`config.mk`:
```
export PLATFORM = sky130hd
export DESIGN_NAME = chs_fifo
export DESIGN_NICKNAME = d
export VERILOG_FILES = /design/src/rtl/chs_pkg.sv /design/src/rtl/chs_fifo.sv
export SDC_FILE = /design/constraint.sdc
export NUM_CORES = 1
export LEC_CHECK = 0
export ABC_AREA = 1
export BUFFER_PORTS_ARGS = -buffer_cell sky130_fd_sc_hd__clkbuf_2
export CAP_MARGIN = 15
export CORE_MARGIN = 2
export CORE_UTILIZATION = 25
export CTS_BUF_LIST = sky130_fd_sc_hd__clkbuf_16
export DETAILED_ROUTE_END_ITERATION = 16
export PLACE_DENSITY = 0.44
export SLEW_MARGIN = 40
export SYNTH_ARGS = -nofsm -noshare
export SYNTH_HDL_FRONTEND = slang
export SYNTH_SLANG_ARGS = --single-unit
```
`constraint.sdc`:
```
create_clock -name i_clk -period 1.57 [get_ports i_clk]
set_clock_uncertainty 0.05 [all_clocks]
set_input_delay 0.2355 -clock i_clk [delete_from_list [all_inputs] [get_ports i_clk]]
set_output_delay 0.2355 -clock i_clk [all_outputs]
set_load 0.01 [all_outputs]
```
`src/rtl/chs_pkg.sv`:
```
// Shared constants, codes and types of the chroma subsampler.
package chs_pkg;

    localparam int CHS_MAX_LINE_WIDTH = 2048;
    localparam int CHS_SAMPLE_BITS    = 8;
    localparam int CHS_CFG_DATA_BITS  = 12;
    localparam int CHS_CMD_DEPTH      = 4;
    localparam int CHS_OUT_DEPTH      = 4;

    localparam logic [CHS_CFG_DATA_BITS-1:0] CHS_LINE_WIDTH_RESET = 12'd1920;

    typedef enum logic {
        CFG_MODE       = 1'b0,
        CFG_LINE_WIDTH = 1'b1
    } t_cfg_index;

    typedef enum logic [1:0] {
        OP_WRITE,
        OP_AVG_PAIR,
        OP_AVG_BLOCK
    } t_op;

    typedef struct packed {
        t_op  op;
        logic row_end;
    } t_cmd_ctl;

    localparam int CHS_CMD_CTL_BITS = $bits(t_cmd_ctl);

endpackage

```
`src/rtl/chs_fifo.sv`:
```
// Small register FIFO used for the command queue and the result queue.
module chs_fifo import chs_pkg::*; #(
    parameter int WIDTH = CHS_SAMPLE_BITS,
    parameter int DEPTH = CHS_OUT_DEPTH
) (
    input  logic                     i_clk,
    input  logic                     i_rst_n,
    input  logic                     i_push,
    input  logic [WIDTH-1:0]         i_data,
    input  logic                     i_pop,
    output logic [WIDTH-1:0]         o_data,
    output logic [$clog2(DEPTH):0]   o_count
);

    localparam int PW = $clog2(DEPTH);

    logic [WIDTH-1:0] r_mem [DEPTH];
    logic [PW-1:0]    r_wr_ptr;
    logic [PW-1:0]    r_rd_ptr;
    logic [PW:0]      r_count;

    always_ff @(posedge i_clk) begin
        if (i_push) begin
            r_mem[r_wr_ptr] <= i_data;
        end
    end

    always_ff @(posedge i_clk) begin
        if (!i_rst_n) begin
            r_wr_ptr <= '0;
            r_rd_ptr <= '0;
            r_count  <= '0;
        end else begin
            if (i_push) begin
                r_wr_ptr <= r_wr_ptr + PW'(1);
            end
            if (i_pop) begin
                r_rd_ptr <= r_rd_ptr + PW'(1);
            end
            if (i_push && !i_pop) begin
                r_count <= r_count + (PW+1)'(1);
            end else if (!i_push && i_pop) begin
                r_count <= r_count - (PW+1)'(1);
            end
        end
    end

    assign o_data  = r_mem[r_rd_ptr];
    assign o_count = r_count;

endmodule

```
* Word level (Yosys, flattened, before mapping) *
Memory sizes are Yosys's and may differ from the RTL's. A register that Yosys moved wholly into a read port is not among the register bits.
Index checks and enable logic that the tools add are counted.

word-level totals
  bits in registers = 7
  bits in latches = 0
  memory bits (writable) = 32
  bits in read-only memories = 0
  input bits = 12
  output and inout port bits = 11
  logic and storage cells = 19
  memories = 1

cells by class
  $add $sub $neg = 4
  $mul = 0
  div/mod/pow operators = 0
  $lt $le $gt $ge = 0
  equal/unequal tests = 0
  shift-type cells = 0
  mux-type cells = 6
  bitwise logic cells = 0
  reductions and logical operators = 5

memory list
  memory  depth  width  read ports  clocked after memory_dff  write ports  RTL line        text
  r_mem   4      8      1           1                         1            chs_fifo.sv:17  logic [WIDTH-1:0] r_mem [DEPTH];

operators by type and width
  operator                                                            count
  3-bit two-way mux                                                   2
  2-bit by 1-bit adder with 2-bit output, second input constant       2
  2-bit two-way mux                                                   2
  3-bit by 1-bit adder with 3-bit output, second input constant       1
  3-bit by 1-bit subtractor with 3-bit output, second input constant  1
  1-bit logical AND                                                   2
  1-bit zero test                                                     2
  1-bit two-way mux                                                   2
  2-bit nonzero test                                                  1

* Logic depth before layout (Yosys ltp) *
  depth in word-level cells = 4
  mapped depth = 10
  depth with buffers taken out = 10

* Worst setup path after synthesis *
No wires, ideal clock.

  path type = input port to flip-flop
  start = input port i_pop
  end = register r_count[2], in the netlist o_count[2]
  setup time = 0.110 ns
  arrival time = 1.113 ns
  data required time = 1.410 ns
  path slack = 0.297 ns
  cell stages on the path = 10
  path buffers = 0
  path through = inv_1 -> ha_1 -> inv_1 -> fa_1 -> inv_1 -> nand2_1 -> nand3_1 -> nand2_1 -> inv_1 -> nor2_1

on the way
  cells in the longest elaborated chain, start to end = 3
  elaborated cells on any way between the ends = 5
  classes of those cells = 1 x mux; 4 x reduce/logical

RTL lines
  element                                                         RTL line        text
  start, declared                                                 chs_fifo.sv:10  input logic i_pop,
  1-bit zero test                                                 chs_fifo.sv:40  if (i_push && !i_pop) begin
  1-bit logical AND                                               chs_fifo.sv:40
  3-bit two-way mux / 2-bit nonzero test (equally long branches)  n/a
  end signal, assigned                                            chs_fifo.sv:41  r_count <= r_count + (PW+1)'(1);
  end signal, assigned                                            chs_fifo.sv:43  r_count <= r_count - (PW+1)'(1);
  end, declared                                                   chs_fifo.sv:20  logic [PW:0] r_count;

Parallel ways exist; a longest one is shown, timed or not.
A chain may end at the register's enable or synchronous reset.

==> impl_metrics.py <==
metrics = {
    "clocking": {
        "cts_hold_buf": 0,
        "clockBufferDepth": 2,
        "cts_inserted_buffers": 5,
        "cts_tree": "done",
        "clock_latency_ps": 270,
        "h-tree-depth": 2,
        "root_buffer": "clkbuf_16",
        "clock-sinks": 41,
        "clk_pin_slew_ps": 60,
    },
    "route": {
        "top_layer_used": "met4",
        "drc": 0,
        "viasPerCell": 4.37,
        "routedWlPerCell_um": 13.1,
        "wl_met3_um": 179,
        "antenna_left": 0,
        "vias": 1057,
        "drt-initial-drc-count": 54,
        "firstDrtPassIters": 4,
        "wirelength_um": 3170,
        "met1Wirelength_um": 1270,
        "met2_length_um": 1690,
    },
    "power": {
        "power_mw": 2.46,
        "p_leak_nw": 0.815,
        "seqPwrFrac_pct": 51.2,
        "internal-power_mw": 1.91,
        "p_comb_share_pct": 11.2,
        "switching_share_pct": 22.4,
        "power_switching_mw": 0.551,
        "p_per_area_nw_per_um2": 1210,
        "irDropWorstVdd_v": 0.000565,
        "clkPwrFrac_pct": 37.6,
    },
    "setup_path": {
        "crit_type": "reg2out",
        "cp_max_fo": 16,
        "path_cells": "inv_6, nor2_1, o22ai_1, clkbuf_2",
        "crit_family": "flip-flops",
        "crit_path_max_incr_delay_ps": 380,
        "cp_data_arrival_time_ps": 1260,
        "cp_slowest_cell": "dfxtp_4",
        "cp-end-kind": "primary output",
        "worst-path-buf-inv": 2,
        "start_kind": "flop",
        "crit_required_ps": 1280,
        "reg2reg_slack_ps": 210,
    },
    "synth": {
        "synthAdderAreaFrac_pct": 5.07,
        "synthFlopType": "edfxtp_1",
        "syn_nets": 150,
        "synth_xor_area_share_pct": 0,
        "ys_async_sr_fraction_pct": 0,
        "synth-simple-area-share_pct": 8.06,
        "synth.most_common_cell": "edfxtp_1",
        "syn_area_per_cell_um2": 12.3,
        "synth_top_family_by_area": "compound AO/OA/AOI/OAI gates",
        "synthTopCellsByCount": "edfxtp_1 (32), nor2_1 (18), o21ai_0 (18), inv_1 (16)",
        "syn_area_um2": 1630,
        "synth-edff-count": 32,
        "synth.distinct_cells": 17,
        "ys_warn_count": 0,
        "yosysTopAreaCell": "edfxtp_1",
        "yosysSeqAreaShare_pct": 70.0,
        "synth_compound_area_share_pct": 11.5,
        "synth.top_cell.area_share_pct": 59.0,
        "syn_inst": 132,
        "synth_mux_area_share_pct": 0,
        "ys_ff_latch": 41,
        "synth.area.top_cells": "edfxtp_1 (59%), dfxtp_1 (11%), o21ai_0 (5.5%)",
    },
    "sta": {
        "slew_violations": 0,
        "maxSlewHeadroom_pct": 72.0,
        "holdWs_ps": 131,
        "timing.fmax_ghz": 0.649,
        "setup_viol": 0,
        "fin_crit_sh_pct": 98.2,
        "min_period_ps": 1540,
        "grt_setup_unrepaired": "true",
        "final.setup.worst_slack_ps": 28.3,
        "hold_violations": 0,
        "worst_pin_slew_ps": 420,
    },
    "placed_design": {
        "place_ws_ps": 53.3,
        "place_hpwl_um": 2220,
        "port_buffers": 22,
        "dpl-instance-area_um2": 1840,
        "gp_congestion": 0.727,
    },
    "finish": {
        "fin_nets": 182,
        "area_growth_pct": 25.4,
        "diodes": 0,
        "fin_util_pct": 32.4,
        "drive_gt1_share_pct": 27.3,
        "fin_area_um2": 2040,
    },
    "floorplan": {
        "initial_core_util_pct": 25.8,
        "rows": 29,
        "die_area_um2": 7180,
        "die_h_um": 84.7,
        "chipWidth_um": 84.7,
        "ios": 23,
        "core_um2": 6310,
    },
    "global_route": {
        "gr-total-overflow": 0,
        "grt_pass1_wl_um": 4920,
        "grt_antenna_before_repair": 0,
        "grt_pass1_vias": 1085,
        "grt_max_degree": 17,
        "grtUsageTotal_pct": 8.99,
    },
    "min_path": {
        "hp-class": "in2reg",
    },
    "run_status": {
        "status": "finished clean",
    },
    "flow_run": {
        "drv_cap": 0,
    },
}
-- registers in the layout, summed over array words and instances (netlist names), named ones only --
name,cells
r_mem,32
o_count,3
r_rd_ptr,2
r_wr_ptr,2
-- through the flow --
step / setup TNS [ps] / cells
2_1_floorplan: 0 / 132
4_1_cts: 0 / 240
3_3_place_gp: 0 / 232
3_5_place_dp: 0 / 232
5_1_grt: -53.5 / 242
6_report: 0 / 242
-- final timing paths --
kind,start,to,cells after the start
min,i_data[1],r_mem[3][1]$_DFFE_PP_,1
max,flop,o_data[6],4
min reg2reg,r_rd_ptr[1]$_SDFFE_PN0P_,flop,1
max reg2reg,r_wr_ptr[0]$_SDFFE_PN0P_,r_mem[0][7]$_DFFE_PP_,4
-- metal layers --
layer,vias up,GRT usage (%)
met2,26,16.5
met1,499,9.64
met4,0,2.60
li1,527,-
met5,-,0
met3,5,3.24
-- kinds of logic after synthesis --
logic type	count (synthesis)
buf+inv	19
compound gates	34
fa+ha+maj	6
simple gates	32
flops	41
-- placed cells by master, fill, tap and decap left out --
cell type	Yosys	routed
clkbuf_2	0	17
dfxtp_1	9	7
o22ai_1	8	8
buf_6	2	1
o21ai_0	18	13
nand2_1	9	9
buf_2	0	5
clkinv_1	0	2
nand4_1	1	1
inv_6	0	1
nor2_1	18	18
dfxtp_4	0	2
inv_4	0	1
ha_1	5	5
clkinv_2	0	1
nor2_2	3	3
clkbuf_16	0	6
buf_4	0	2
inv_1	16	15
o21ai_2	2	5
o21ai_1	2	4
buf_8	0	1
edfxtp_1	32	32
nand3_1	1	1
a21oi_1	4	4
fa_1	1	1
-- area by class of cell --
| type | count | area [um2] |
|---|---|---|
| Clock buffer | 5 | 125 |
| Clock inverter | 3 | 12.5 |
| Fill cell | 668 | 4270 |
| Inverter | 17 | 71.3 |
| Multi-Input combinational cell | 72 | 413 |
| Sequential cell | 41 | 1150 |
| Tap cell | 77 | 96.3 |
| Timing Repair Buffer | 27 | 176 |
-- power groups by stage --
stage                     clock network (mW)  registers (mW)  logic [mW]
after floorplan                            0            1.28       0.148
after global placement                     0            1.28       0.247
after detailed placement                   0            1.28       0.259
after CTS                              0.954            1.26       0.261
after global routing                    1.01            1.27       0.310
final                                  0.925            1.26       0.276
-- worst reg2reg max path, stage by stage, from the launching register on --
cell	delay, ps
dfxtp_1	330
inv_1	120
ha_1	160
nand2_1	50
inv_1	300
-- timing repair --
| item | in CTS | in global routing |
|---|---|---|
| setup endpoints to repair | 8 | 6 |
| pin swaps | 0 | 5 |
| gates resized for setup | 4 | 20 |
| buffers inserted | 0 | 1 |
| gates cloned | 0 | 1 |
No activity file was read; power rests on OpenSTA's default activity.
