## src/rtl/chs_pkg.sv

```systemverilog
// Shared constants, codes and types of the chroma subsampler.
package chs_pkg;

    localparam int CHS_MAX_LINE_WIDTH = 2048;
    localparam int CHS_SAMPLE_BITS    = 8;
    localparam int CHS_CFG_DATA_BITS  = 12;
    localparam int CHS_CMD_DEPTH      = 4;
    localparam int CHS_OUT_DEPTH      = 4;

    localparam logic [CHS_CFG_DATA_BITS-1:0] CHS_LINE_WIDTH_RESET = 12'd1920;

    typedef enum logic {
        CFG_MODE       = 1'b0,
        CFG_LINE_WIDTH = 1'b1
    } t_cfg_index;

    typedef enum logic [1:0] {
        OP_WRITE,
        OP_AVG_PAIR,
        OP_AVG_BLOCK
    } t_op;

    typedef struct packed {
        t_op  op;
        logic row_end;
    } t_cmd_ctl;

    localparam int CHS_CMD_CTL_BITS = $bits(t_cmd_ctl);

endpackage

```

## src/rtl/chs_front.sv

```systemverilog
// Front end: configuration registers, row and column tracking, pair sums and command issue.
module chs_front import chs_pkg::*; #(
    parameter int MAX_LINE_WIDTH = CHS_MAX_LINE_WIDTH,
    parameter int SAMPLE_BITS    = CHS_SAMPLE_BITS
) (
    input  logic                                 i_clk,
    input  logic                                 i_rst_n,
    input  logic                                 i_cfg_valid,
    output logic                                 o_cfg_ready,
    input  logic [0:0]                           i_cfg_index,
    input  logic [CHS_CFG_DATA_BITS-1:0]         i_cfg_data,
    input  logic                                 i_accept,
    input  logic [SAMPLE_BITS-1:0]               i_sample,
    input  logic                                 i_frame_start,
    output logic                                 o_cmd_valid,
    output t_cmd_ctl                             o_cmd_ctl,
    output logic [$clog2(MAX_LINE_WIDTH/2)-1:0]  o_cmd_slot,
    output logic [SAMPLE_BITS:0]                 o_cmd_sum
);

    localparam int CW = $clog2(MAX_LINE_WIDTH);
    localparam int WW = (CW + 1 > CHS_CFG_DATA_BITS) ? CW + 1 : CHS_CFG_DATA_BITS;
    localparam logic [WW-1:0] MIN_W = WW'(2);
    localparam logic [WW-1:0] MAX_W = WW'(MAX_LINE_WIDTH & ~1);

    logic                          r_mode;
    logic [CHS_CFG_DATA_BITS-1:0]  r_line_width;
    logic [WW-1:0]                 lw_even;
    logic [WW-1:0]                 eff_width;

    logic [CW-1:0]          r_col;
    logic [CW-1:0]          n_col;
    logic                   r_odd_row;
    logic                   n_odd_row;
    logic [SAMPLE_BITS-1:0] r_held;
    logic [CW-1:0]          col_start;
    logic                   row_start;
    logic [CW-1:0]          col;
    logic                   row;
    logic [CW:0]            col_inc;
    logic                   last;

    always_ff @(posedge i_clk) begin
        if (!i_rst_n) begin
            r_mode       <= 1'b0;
            r_line_width <= CHS_LINE_WIDTH_RESET;
        end else if (i_cfg_valid) begin
            unique case (t_cfg_index'(i_cfg_index))
                CFG_MODE:       r_mode       <= i_cfg_data[0];
                CFG_LINE_WIDTH: r_line_width <= i_cfg_data;
            endcase
        end
    end

    assign o_cfg_ready = 1'b1;

    // Effective width: even, at least two, at most the buffer capacity.
    always_comb begin
        lw_even = WW'({r_line_width[CHS_CFG_DATA_BITS-1:1], 1'b0});
        priority if (lw_even < MIN_W) begin
            eff_width = MIN_W;
        end else if (lw_even > MAX_W) begin
            eff_width = MAX_W;
        end else begin
            eff_width = lw_even;
        end
    end

    always_comb begin
        col_start = i_frame_start ? '0 : r_col;
        row_start = i_frame_start ? 1'b0 : r_odd_row;
        // A width lowered mid-row closes the row before this sample.
        if (WW'(col_start) >= eff_width) begin
            col = '0;
            row = ~row_start;
        end else begin
            col = col_start;
            row = row_start;
        end
        col_inc   = {1'b0, col} + (CW+1)'(1);
        last      = WW'(col_inc) >= eff_width;
        n_col     = last ? '0 : col_inc[CW-1:0];
        n_odd_row = last ? ~row : row;
    end

    always_ff @(posedge i_clk) begin
        if (!i_rst_n) begin
            r_col     <= '0;
            r_odd_row <= 1'b0;
            r_held    <= '0;
        end else if (i_accept) begin
            r_col     <= n_col;
            r_odd_row <= n_odd_row;
            if (!col[0]) begin
                r_held <= i_sample;
            end
        end
    end

    always_comb begin
        o_cmd_valid       = i_accept && col[0];
        o_cmd_sum         = {1'b0, r_held} + {1'b0, i_sample};
        o_cmd_slot        = col[CW-1:1];
        o_cmd_ctl.row_end = last;
        if (!r_mode) begin
            o_cmd_ctl.op = OP_AVG_PAIR;
        end else if (row) begin
            o_cmd_ctl.op = OP_AVG_BLOCK;
        end else begin
            o_cmd_ctl.op = OP_WRITE;
        end
    end

endmodule

```

## config.mk

```make
export PLATFORM = sky130hd
export DESIGN_NAME = chs_front
export DESIGN_NICKNAME = d
export VERILOG_FILES = /design/src/rtl/chs_pkg.sv /design/src/rtl/chs_front.sv
export SDC_FILE = /design/constraint.sdc
export NUM_CORES = 1
export LEC_CHECK = 0
export BUFFER_PORTS_ARGS = -buffer_cell sky130_fd_sc_hd__buf_4
export CAP_MARGIN = 20
export CORE_ASPECT_RATIO = 1.75
export CORE_MARGIN = 5
export CORE_UTILIZATION = 55
export DETAILED_ROUTE_END_ITERATION = 10
export GPL_ROUTABILITY_DRIVEN = 0
export HOLD_SLACK_MARGIN = 0.03
export PLACE_DENSITY = 0.9
export REMOVE_ABC_BUFFERS = 1
export SLEW_MARGIN = 40
export SYNTH_ARGS = -nofsm -noshare
export SYNTH_HDL_FRONTEND = slang
export SYNTH_SLANG_ARGS = --single-unit
```

## constraint.sdc

```tcl
create_clock -name i_clk -period 7.29 [get_ports i_clk]
set_input_delay 1.458 -clock i_clk [delete_from_list [all_inputs] [get_ports i_clk]]
set_output_delay 1.458 -clock i_clk [all_outputs]
set_load 0.01 [all_outputs]
```

## Word-level counts from Yosys, hierarchy flattened

Cells that the tools add are included.

- Logic and storage cells: 29
- Register bits after elaboration: 33
- Output and inout port bits: 24
- Bits of input ports: 26

- $lt $le $gt $ge: 4
- Reduce and logical (&&, ||, !) cells: 4
- Add/sub/neg operators: 2
- Bitwise logic cells: 4
- Mux-type cells: 10

Operator list:

| cell | number |
|---|---|
| $mux 11 | 3 |
| $mux 12 | 2 |
| $add 11x1->12 const B | 1 |
| $ge 11x12->1 | 1 |
| $ge 12x12->1 | 1 |
| $gt 12x12->1 const B | 1 |
| $lt 12x2->1 const B | 1 |
| $add 8x8->9 | 1 |
| $reduce_and 2->1 | 3 |
| $mux 2 | 2 |
| $not 1->1 | 4 |
| $mux 1 | 3 |
| $logic_and 1x1->1 | 1 |

## Longest topological paths before layout

Gate-level depths: netlist (run 1).

- Word-level depth: 8
- Depth in mapped cells: 22
- Gate-level depth less buffers: 21

## Least setup slack after synthesis (run 1)

Ideal clock, no wire load.

- Kind: in2out
- Start point: input port i_frame_start
- End point: output port o_cmd_ctl[0] (netlist bit)
- Buffers on the path: 3
- Slack: 236 ps
- Arrival: 5,596 ps
- Stages on the path: 22
- Required time: 5,832 ps
- Path through: clkbuf_1 nand2b_1 inv_1 ha_1 nand3_1 a21boi_0 o21bai_2 clkbuf_1 and3_1 ha_1 nand3_1 nor3_4 nand3_2 or3_1 a21oi_1 ha_1 a21oi_1 nand2_1 a221oi_2 and2_1 nand2_1 buf_4

- Word-level cells in the longest chain between the ends: 5

Ends and longest elaborated chain:

| item | line | source |
|---|---|---|
| start, declared | chs_front.sv:14 | `input logic i_frame_start,` |
| $mux 11 (*) | chs_front.sv:70 | `col_start = i_frame_start ? '0 : r_col;` |
| $ge 11x12->1 | chs_front.sv:73 | `if (WW'(col_start) >= eff_width) begin` |
| $mux 11 (*) | chs_front.sv:73 |  |
| named net o_cmd_slot[0] | chs_front.sv:17 | `output logic [$clog2(MAX_LINE_WIDTH/2)-1:0] o_cmd_slot,` |
| $add 11x1->12 (*) | chs_front.sv:80 | `col_inc = {1'b0, col} + (CW+1)'(1);` |
| $ge 12x12->1 (*) | chs_front.sv:81 | `last = WW'(col_inc) >= eff_width;` |
| end, declared | chs_front.sv:16 | `output t_cmd_ctl o_cmd_ctl,` |

Mark *: on every way through the listed nets, which the timed path passes. The rest lies on a longest branch.

==> flow_summary.toml, run 1 <==
[synth]
ys_top_cells_by_area = "dfxtp_1, ha_1, nand2_1, a21oi_1, nand3_1"
yosysMostFrequentCell = "nand2_1"
yosys_warnings = 0
ys_types = 58
syn_area_sq_um = 2663
yosysTopAreaCell = "dfxtp_1"
synthArstFlopShare = 0
seq_area_frac_synth = 0.2406
syn-mean-instance-area_sq_um = 7.607
synthTopCellsByCount = "nand2_1, dfxtp_1, a21oi_1, ha_1, nand3_1"
synth_top_area_share = 0.2406
ys_seq_elements = 32
synth_edf_count = 0
synth_ff_type = "dfxtp_1"
synthCells = 350

[setup_path]
r2r_cells = 19
crit_slowest_cell = "a211oi_2"
rrSetupSlack_ns = 2.18
reg2reg_to = "r_odd_row$_SDFFE_PN0P_"
cp_max_fo = 15
crit_path_end_kind = "primary output"
crit_chain = "buf_4 > nand2b_4 > inv_1 > ha_1 > nor2_1 > o211ai_2 > a211oi_2 > and3_4 > ha_2 > nand3_1 > nor3_4 > nand3_2 > or3_1 > a21oi_1 > ha_1 > a21oi_2 > nand2_1 > a221oi_4 > and2_4 > nand2_1 > buf_4"
cp-start-kind = "primary input"
critPathArrivalTime_ns = 5.63
worstPathRequired_ns = 5.83
rr_startpoint = "r_line_width[11]$_SDFFE_PN0P_"
critPathMaxStageDelay_ns = 0.40
worstSetupPathType = "in -> out"

[timing]
hold_viol = 0
finalWorstSetupSlack_ns = 0.2056
finalCritPeriodShare = 0.9718
whs_ns = 0.4648
maxSlewViolCount = 0
finalCriticalPeriod_ns = 7.084
tightest_slew_ns = 0.7226
setup_viol = 0
slew_headroom = 0.5167
timing.fmax_ghz = 0.1412
worst_clock_skew_ns = 0.007843

[route]
via_count = 2771
drc_errors = 0
wl_per_cell_microns = 16.86
firstDrtPassIters = 4
drt-initial-drc-count = 117
antenna_left = 0
drt_wl_total_microns = 7537
vias_per_cell = 6.199

[finish]
nets = 452
fillerInstances = 387
multi_input_area_sq_um = 1912
seqCellArea_sq_um = 640.6
area_growth_pct = 19.41
diodes = 0
layout-drive-gt1-share = 0.2101

[power_and_ir_drop]
p_per_area_nw_per_um2 = 139.2
ir_worst_vdd_mv = 0.1276
p_leak_nw = 1.459

[hold_path]
holdPathEnd = "r_held[0]$_SDFFE_PN0P_"
worstHoldPathType = "reg -> reg"
holdCritStartpoint = "r_held[0]$_SDFFE_PN0P_"
hold-path-cell-count = 2

[global_route]
grt_pass1_vias = 2898
grt_antenna_before_repair = 0
globalRoute.totalOverflow = 0
grt.total_usage = 0.2418
grt_max_degree = 23
grt_pass1_wl_microns = 12650

[cts]
cts_hold_buf = 0
clockBufferDepth = 2
htreeDepth = 2
cts_root_buf = "clkbuf_8"
clock_sinks = 32
cts_buffers = 5
clock_latency_ns = 0.29
clk_pin_slew_worst_paths_ns = 0.07
cts_tree = "built"

[place]
place_hpwl_microns = 5623
pre_cts_ws_ns = 0.2146
io_buffer_count = 48

[floorplan]
start_util = 0.5657
io_pins = 50
dieArea_sq_um = 6387
chipHeight_microns = 102.0
core_region_area_sq_um = 4707
die_w_microns = 62.60
row_count = 33

[outcome]
status = "finished clean"

[job]
cap_violations = 0
[sequential cells by signal, summed over array words and instances (netlist names)]
| name | count |
|---|---|
| r_col | 11 |
| r_held | 8 |
| r_line_width | 11 |
| r_mode | 1 |
| r_odd_row | 1 |
[area by class of cell]
| class | instances | share of cell area |
|---|---|---|
| sequential | 32 | 0.2015 |
| tap | 52 | 0.02046 |
| inverter | 16 | 0.01889 |
| clock buffer | 7 | 0.03030 |
| multi-input combinational | 286 | 0.6013 |
| timing repair buffer | 54 | 0.1275 |
[per-stage QoR]
| stage | std cells | cell area (sq um) | util | power [mW] | setup TNS, ns |
|---|---|---|---|---|---|
| finish | 447 | 3179 | 0.6754 | 0.4424 | 0 |
| global route | 447 | 3179 | 0.6754 | 0.4647 | -0.03248 |
| CTS | 446 | 3142 | 0.6675 | 0.4421 | 0 |
| detailed placement | 439 | 3045 | 0.6470 | 0.2888 | 0 |
| global placement | 439 | 3045 | 0.6470 | 0.2852 | 0 |
| floorplan | 334 | 2582 | - | 0.2448 | 0 |
[logic make-up after synthesis]
family                     count (synthesis)  share of synthesized area
and+or+nand+nor                          171                     0.3412
AOI/OAI and AO/OA                         72                     0.1790
DFF                                       32                     0.2406
buffers and inverters                     32                    0.05263
adders and majority gates                 31                     0.1485
xor gates and xnor gates                  10                    0.03290
other                                      1                   0.001408
muxes                                      1                   0.003760
[cells in the final DEF, fill, tap and decap left out, types with 7 or more instances in the layout]
cell,count
nand2_1,68
buf_4,54
dfxtp_1,32
a21oi_1,29
ha_1,29
nand3_1,22
inv_1,14
nor2_1,13
o21ai_0,12
and3_1,11
nor2b_1,9
nand2b_1,9
a21o_1,9
xnor2_1,8
clkbuf_8,7
[what timing repair did]
action / 4_1_cts / 5_1_grt
setup buffers: 0 / 1
endpoints found under the hold margin: 0 / 0
endpoints found under the setup margin: 0 / 1
gates resized for setup: 0 / 7
[power breakdown]
| part | switching [mW] | internal [mW] | total [mW] |
|---|---|---|---|
| Clock | 0.0705 | 0.0842 | 0.155 |
| Combinational | 0.0550 | 0.0450 | 0.100 |
| Sequential | 0.00582 | 0.182 | 0.188 |
| Total | 0.131 | 0.311 | 0.442 |
[metal layers]
layer  global-route usage  vias to the layer above  share of wire
li1                     -                     1317              -
met1               0.2314                     1287           0.35
met2               0.4457                      118           0.53
met3              0.04730                       49          0.050
met4               0.1895                        0          0.068
met5                    0                        -              0
[worst max-delay path, delay by kind of cell]
family / cells / cell delay [ns]
compound gates: 5 / 1.20
buf+inv: 3 / 0.38
fa+ha+maj: 3 / 0.72
simple gates: 10 / 1.86
[worst max-delay path by stage]
stage / startpoint / endpoint / slack, ns / cells past startpoint
4_1_cts: i_frame_start / o_cmd_ctl[0] / 0.16 / 21
2_1_floorplan: i_frame_start / o_cmd_ctl[0] / 0.45 / 19
3_5_place_dp: i_frame_start / o_cmd_ctl[0] / 0.21 / 21
6_report: i_frame_start / o_cmd_ctl[0] / 0.21 / 21
3_3_place_gp: i_frame_start / o_cmd_ctl[0] / 0.32 / 21
5_1_grt: i_frame_start / o_cmd_ctl[0] / -0.03 / 20
(Power assumes the default switching activity.)
==> inputs of run 2 (changes only) <==
--- a/config.mk
+++ b/config.mk
@@ -14,7 +14,6 @@
 export GPL_ROUTABILITY_DRIVEN = 0
 export HOLD_SLACK_MARGIN = 0.03
 export PLACE_DENSITY = 0.9
-export REMOVE_ABC_BUFFERS = 1
 export SLEW_MARGIN = 40
 export SYNTH_ARGS = -nofsm -noshare
 export SYNTH_HDL_FRONTEND = slang
==> run 2 against run 1 <==
Total power increased by 4.5%. Utilization increased by 0.56 points. Largest power group unchanged. Sequential share of layout area decreased by 0.17 points. Global-route usage decreased by 1.2 points. First-iteration DRC count increased by 31%. Critical endpoint unchanged.
==> flow_summary.toml, run 2 (same netlist as run 1, synthesis figures left out) <==
[place]
dpl-instance-area_sq_um = 3045
io_buffer_count = 48
pre_cts_ws_ns = 0.08519
place_hpwl_microns = 5497

[finish]
fillerInstances = 380
final_common_cell = "nand2_1"
final_cell_mix = "nand2_1, buf_4, dfxtp_1"
area_growth_pct = 20.39
reg_top3 = "r_col x11, r_line_width x11, r_held x8"
fin_area_sq_um = 3206
layout-drive-gt1-share = 0.2080
nets = 455
diodes = 0

[power_and_ir_drop]
p_per_area_nw_per_um2 = 144.2
p_leak_nw = 1.484
ir_worst_vdd_mv = 0.1409

[cts]
clock_sinks = 32
clockBufferDepth = 2
clk_pin_slew_worst_paths_ns = 0.07
cts_tree = "built"
htreeDepth = 2
cts_root_buf = "clkbuf_8"
clock_latency_ns = 0.30
cts_buffers = 5

[global_route]
grt.total_usage = 0.2295
grt_antenna_before_repair = 0
grt_max_degree = 23
grt_pass1_vias = 2700
globalRoute.totalOverflow = 0
grt_pass1_wl_microns = 11900

[timing]
hold_viol = 0
worst_clock_skew_ns = 0.007198
finalSetupTns_ns = 0
slew_headroom = 0.4806
rsz0062_at_grt = "no"
setup_viol = 0
finalCriticalPeriod_ns = 7.081
finalWorstSetupSlack_ns = 0.2091
maxSlewViolCount = 0
finalCritPeriodShare = 0.9713
tightest_slew_ns = 0.7783
timing.fmax_ghz = 0.1412

[setup_path]
cp-start-kind = "primary input"
crit_path_end_kind = "primary output"
cp_max_fo = 15
worstSetupPathType = "in -> out"
worstPathRequired_ns = 5.83
critPathArrivalTime_ns = 5.62

[route]
antenna_left = 0
drt-initial-drc-count = 153
via_count = 2812
vias_per_cell = 6.235
drt_wl_total_microns = 7524
firstDrtPassIters = 5
wl_per_cell_microns = 16.68
drc_errors = 0

[floorplan]
io_pins = 50
chipHeight_microns = 102.0
dieArea_sq_um = 6387
core_region_area_sq_um = 4707
row_count = 33
die_w_microns = 62.60
start_util = 0.5657

[hold_path]
worstHoldPathType = "reg -> reg"

[outcome]
status = "finished clean"

[synth]
syn-num-nets = 407

[job]
cap_violations = 0
## run 2: cell count changes in the layout (fill, tap and decap cells not counted), sizes merged
cell,change
bufinv,+1
clkinv,+1
clkbuf,-1
buf,+3
## run 2: repair_timing
item / 4_1_cts / 5_1_grt
hold buffers: 0 / 0
resized for setup: 0 / 5
setup buffers: 0 / 4
setup endpoints to repair: 0 / 1
## run 2: power by group
part / internal, mW / switching, mW / total, mW
clock: 0.101 / 0.0715 / 0.173
sequential: 0.182 / 0.00611 / 0.188
combinational: 0.0456 / 0.0558 / 0.101
## run 2: path summary, 6_finish.rpt
path         cells past startpoint                     end  slack (ns)                           from
max                             21            o_cmd_ctl[0]        0.21                  i_frame_start
max reg2reg                     21   r_col[4]$_SDFFE_PN0P_        2.20  r_line_width[11]$_SDFFE_PN0P_
min reg2reg                      2  r_held[3]$_SDFFE_PN0P_        0.46         r_held[3]$_SDFFE_PN0P_
min                              2  r_held[3]$_SDFFE_PN0P_        0.46         r_held[3]$_SDFFE_PN0P_
## run 2: final cells by class
type	count	area [sq um]	area share
Multi-Input combinational cell	286	1901	0.5929
Sequential cell	32	640.6	0.1998
Timing Repair Buffer	57	431.7	0.1347
Clock buffer	6	72.57	0.02264
Tap cell	52	65.06	0.02030
Inverter	16	60.06	0.01874
Clock inverter	2	35.03	0.01093
## run 2: metrics by stage
stage	cells	utilization	hold slack (ns)	power, mW
2_1_floorplan	350	-	0.4358	0.2498
3_3_place_gp	439	0.6470	0.4485	0.2853
3_5_place_dp	439	0.6470	0.4548	0.2886
4_1_cts	447	0.6699	0.4663	0.4590
5_1_grt	451	0.6810	0.4934	0.4798
6_report	451	0.6810	0.4637	0.4622
## run 2: metal layers
metal / wire, microns / vias up / global-route usage
met5: 0 / - / 0
met4: 474 / 0 / 0.1716
met3: 472 / 44 / 0.03850
met2: 3980 / 135 / 0.4297
met1: 2595 / 1307 / 0.2212
li1: - / 1326 / -
## run 2: critical path, stage by stage
cell and delay, ns:
buf_6 0.14, nand2b_4 0.17, inv_1 0.06, ha_1 0.28, o21ai_1 0.14, a211oi_2 0.12
a211oi_2 0.36, and3_1 0.25, ha_1 0.19, nand3_1 0.12, nor3_4 0.29, nand3_2 0.17
or3_1 0.38, a21oi_1 0.15, ha_1 0.28, a21oi_1 0.16, nand2_1 0.11, a221oi_4 0.36
and2_4 0.22, nand2_1 0.05, buf_4 0.14
==> inputs of run 3 (changes only) <==
--- a/config.mk
+++ b/config.mk
@@ -5,6 +5,7 @@
 export SDC_FILE = /design/constraint.sdc
 export NUM_CORES = 1
 export LEC_CHECK = 0
+export ABC_AREA = 1
 export BUFFER_PORTS_ARGS = -buffer_cell sky130_fd_sc_hd__buf_4
 export CAP_MARGIN = 20
 export CORE_ASPECT_RATIO = 1.75
@@ -13,7 +14,7 @@
 export DETAILED_ROUTE_END_ITERATION = 10
 export GPL_ROUTABILITY_DRIVEN = 0
 export HOLD_SLACK_MARGIN = 0.03
-export PLACE_DENSITY = 0.9
+export PLACE_DENSITY = 0.91
 export SLEW_MARGIN = 40
 export SYNTH_ARGS = -nofsm -noshare
 export SYNTH_HDL_FRONTEND = slang
==> run 3 against run 2 <==
Maximum frequency is 5.3% higher. Sequential share of layout area is 1.5 points higher. Synthesized cell count is 6.9% higher. Design area is 7.1% lower. Hold slack better by 0.0042 ns. Clock power is 18% lower. Setup slack better by 0.36 ns. Critical path depth is 5 higher.
==> flow_summary.toml, run 3 <==
[cts]
cts_resized = 0
post_cts_buffers = 0
cts_buffers = 5
htreeDepth = 2
clock_latency_ns = 0.28
cts_root_buf = "clkbuf_8"
cts_hold_buf = 0
clk_pin_slew_worst_paths_ns = 0.07
cts_tree = "built"
clock_sinks = 32
clockBufferDepth = 2

[setup_path]
crit_slowest_cell = "or4_1"
cp_max_fo = 9
crit_path_end_kind = "primary output"
crit_top_cell = "nand2_1"
r2r_cells = 28
critPathMaxStageDelay_ns = 0.52
crit_start = "r_line_width[6]$_SDFFE_PN0P_"
reg2reg_to = "r_col[9]$_SDFFE_PN0P_"
worstPathRequired_ns = 5.83
rr_startpoint = "r_line_width[6]$_SDFFE_PN0P_"
worstSetupPathType = "reg -> out"
critPathArrivalTime_ns = 5.27
rrSetupSlack_ns = 1.95
worstSetupEndpoint = "o_cmd_ctl[0]"
cp-start-kind = "flop"

[floorplan]
dieArea_sq_um = 6065
core_region_area_sq_um = 4404
row_count = 32
start_util = 0.5696
chipHeight_microns = 99.34
die_w_microns = 61.05
io_pins = 50

[finish]
diodes = 0
fillerInstances = 399
final_cell_mix = "nand2_1, nor2_1, inv_1"
seqCellArea_sq_um = 640.6
fin_area_sq_um = 2977
area_growth_pct = 18.65
final_common_cell = "nand2_1"
multi_input_area_sq_um = 1620
nets = 478
reg_top3 = "r_col x11, r_line_width x11, r_held x8"
final_cells = 473
layout-drive-gt1-share = 0.1730

[synth]
syn-num-nets = 431
synth_top_area_share = 0.2554
synthTopCellsByCount = "nand2_1, nor2_1, inv_1, dfxtp_1, ha_1"
synthCells = 374
syn_area_sq_um = 2509
synth_compound_area_frac = 0.1157
yosys.area_share.simple = 0.3292
yosys_warnings = 0
syn-mean-instance-area_sq_um = 6.708
synth_ff_type = "dfxtp_1"
synth_edf_count = 0
yosysTopAreaCell = "dfxtp_1"
ys_seq_elements = 32
ys_top_cells_by_area = "dfxtp_1, ha_1, nand2_1, nor2_1, inv_1"
synth_top_family_by_area = "simple AND/OR/NAND/NOR gates"
ys_types = 38
synthMuxAreaShare = 0
yosysMostFrequentCell = "nand2_1"
synthArstFlopShare = 0
synth-xor-area-share = 0.04190
seq_area_frac_synth = 0.2554
yosys.area_share.adder = 0.1576

[route]
drc_errors = 0
antenna_left = 0
wl_per_cell_microns = 14.13
via_count = 2633
drt-initial-drc-count = 107
drt_wl_total_microns = 6682
vias_per_cell = 5.567
firstDrtPassIters = 5

[power_and_ir_drop]
p_int_mw = 0.3067
sw_frac_of_total = 0.3048
p_leak_nw = 1.552
ir_worst_vdd_mv = 0.1640
power_switching_mw = 0.1345
finalPower_mw = 0.4412
p_clk_frac = 0.323
comb_power_share = 0.246
seqPwrFrac = 0.432
p_per_area_nw_per_um2 = 148.2

[job]
cap_violations = 0

[outcome]
status = "finished clean"

[timing]
slew_headroom = 0.6056
setup_viol = 0
rsz0062_at_grt = "no"
timing.fmax_ghz = 0.1487
maxSlewViolCount = 0
finalCriticalPeriod_ns = 6.724
finalCritPeriodShare = 0.9223
tightest_slew_ns = 0.5866
worst_clock_skew_ns = 0.001590
finalSetupTns_ns = 0
finalWorstSetupSlack_ns = 0.5661
hold_viol = 0

[place]
dpl-instance-area_sq_um = 2884
place_hpwl_microns = 5459
place_inst = 465
pre_cts_ws_ns = 0.7007
io_buffer_count = 48

[global_route]
grt.total_usage = 0.2394
grt_pass1_vias = 2591
globalRoute.totalOverflow = 0
grt_antenna_before_repair = 0
grt_max_degree = 22
grt_pass1_wl_microns = 11340

[hold_path]
worstHoldPathType = "reg -> reg"
[run 3: cell count changes after synthesis, sizes merged, moves of 8 or more]
cell / previous run / this run
a21oi: 32 / 22
and3: 13 / 0
inv: 15 / 52
nand2: 68 / 85
nand2b: 10 / 0
nand3: 23 / 15
nor2: 13 / 62
nor2b: 9 / 0
o21ai: 13 / 21
[run 3: cell type report]
cell class              count  area share
repair buffers             48      0.1211
flip-flops and latches     32      0.2152
clock inverters             2    0.003363
inverters                  53     0.06683
clock buffers               6     0.02774
well taps                  51     0.02144
multi-input cells         281      0.5443
[run 3: worst min-delay path by stage]
stage                                       from  slack (ns)  depth (start not counted)                endpoint
final                      r_col[8]$_SDFFE_PN0P_        0.47                          2   r_col[8]$_SDFFE_PN0P_
after global routing       r_col[9]$_SDFFE_PN0P_        0.50                          2   r_col[9]$_SDFFE_PN0P_
after CTS                  r_col[8]$_SDFFE_PN0P_        0.47                          2   r_col[8]$_SDFFE_PN0P_
after detailed placement   r_col[8]$_SDFFE_PN0P_        0.46                          2   r_col[8]$_SDFFE_PN0P_
after global placement    r_col[10]$_SDFFE_PN0P_        0.46                          2  r_col[10]$_SDFFE_PN0P_
after floorplan            r_col[3]$_SDFFE_PN0P_        0.44                          2   r_col[3]$_SDFFE_PN0P_
[run 3: cells by family (layout without fill, tap and decap cells)]
family	count (synthesis)	in the layout
simple gates	185	185
fa+ha+maj	31	31
xor+xnor	12	12
compound gates	52	52
buf+inv	61	109
other cells	1	1
flops	32	32
[run 3: per-stage QoR]
| step | util | hold slack, ns |
|---|---|---|
| after CTS | 0.6759 | 0.4681 |
| after detailed placement | 0.6548 | 0.4581 |
| after global routing | 0.6759 | 0.4960 |
| after floorplan | - | 0.4422 |
| after global placement | 0.6548 | 0.4570 |
| final | 0.6759 | 0.4678 |
[run 3: worst max-delay path, delay by kind of cell, from the launching register on]
family	cells	cell delay, ns
fa+ha+maj	3	0.83
simple gates	16	2.70
xor+xnor	1	0.19
flops	1	0.32
compound gates	2	0.56
buf+inv	4	0.38
[run 3: layer usage]
metal / global-route usage / vias up / share of wire
met4: 0.1302 / 0 / 0.050
met2: 0.4258 / 119 / 0.53
met1: 0.2502 / 1171 / 0.35
li1: - / 1304 / -
met5: 0 / - / 0
met3: 0.04286 / 39 / 0.064
[run 3: power by group through the flow]
stage	Sequential [mW]	Clock [mW]	Combinational [mW]
finish	0.190	0.142	0.108
global route	0.191	0.153	0.122
CTS	0.190	0.143	0.109
detailed placement	0.194	0	0.108
global placement	0.194	0	0.105
floorplan	0.192	0	0.0666
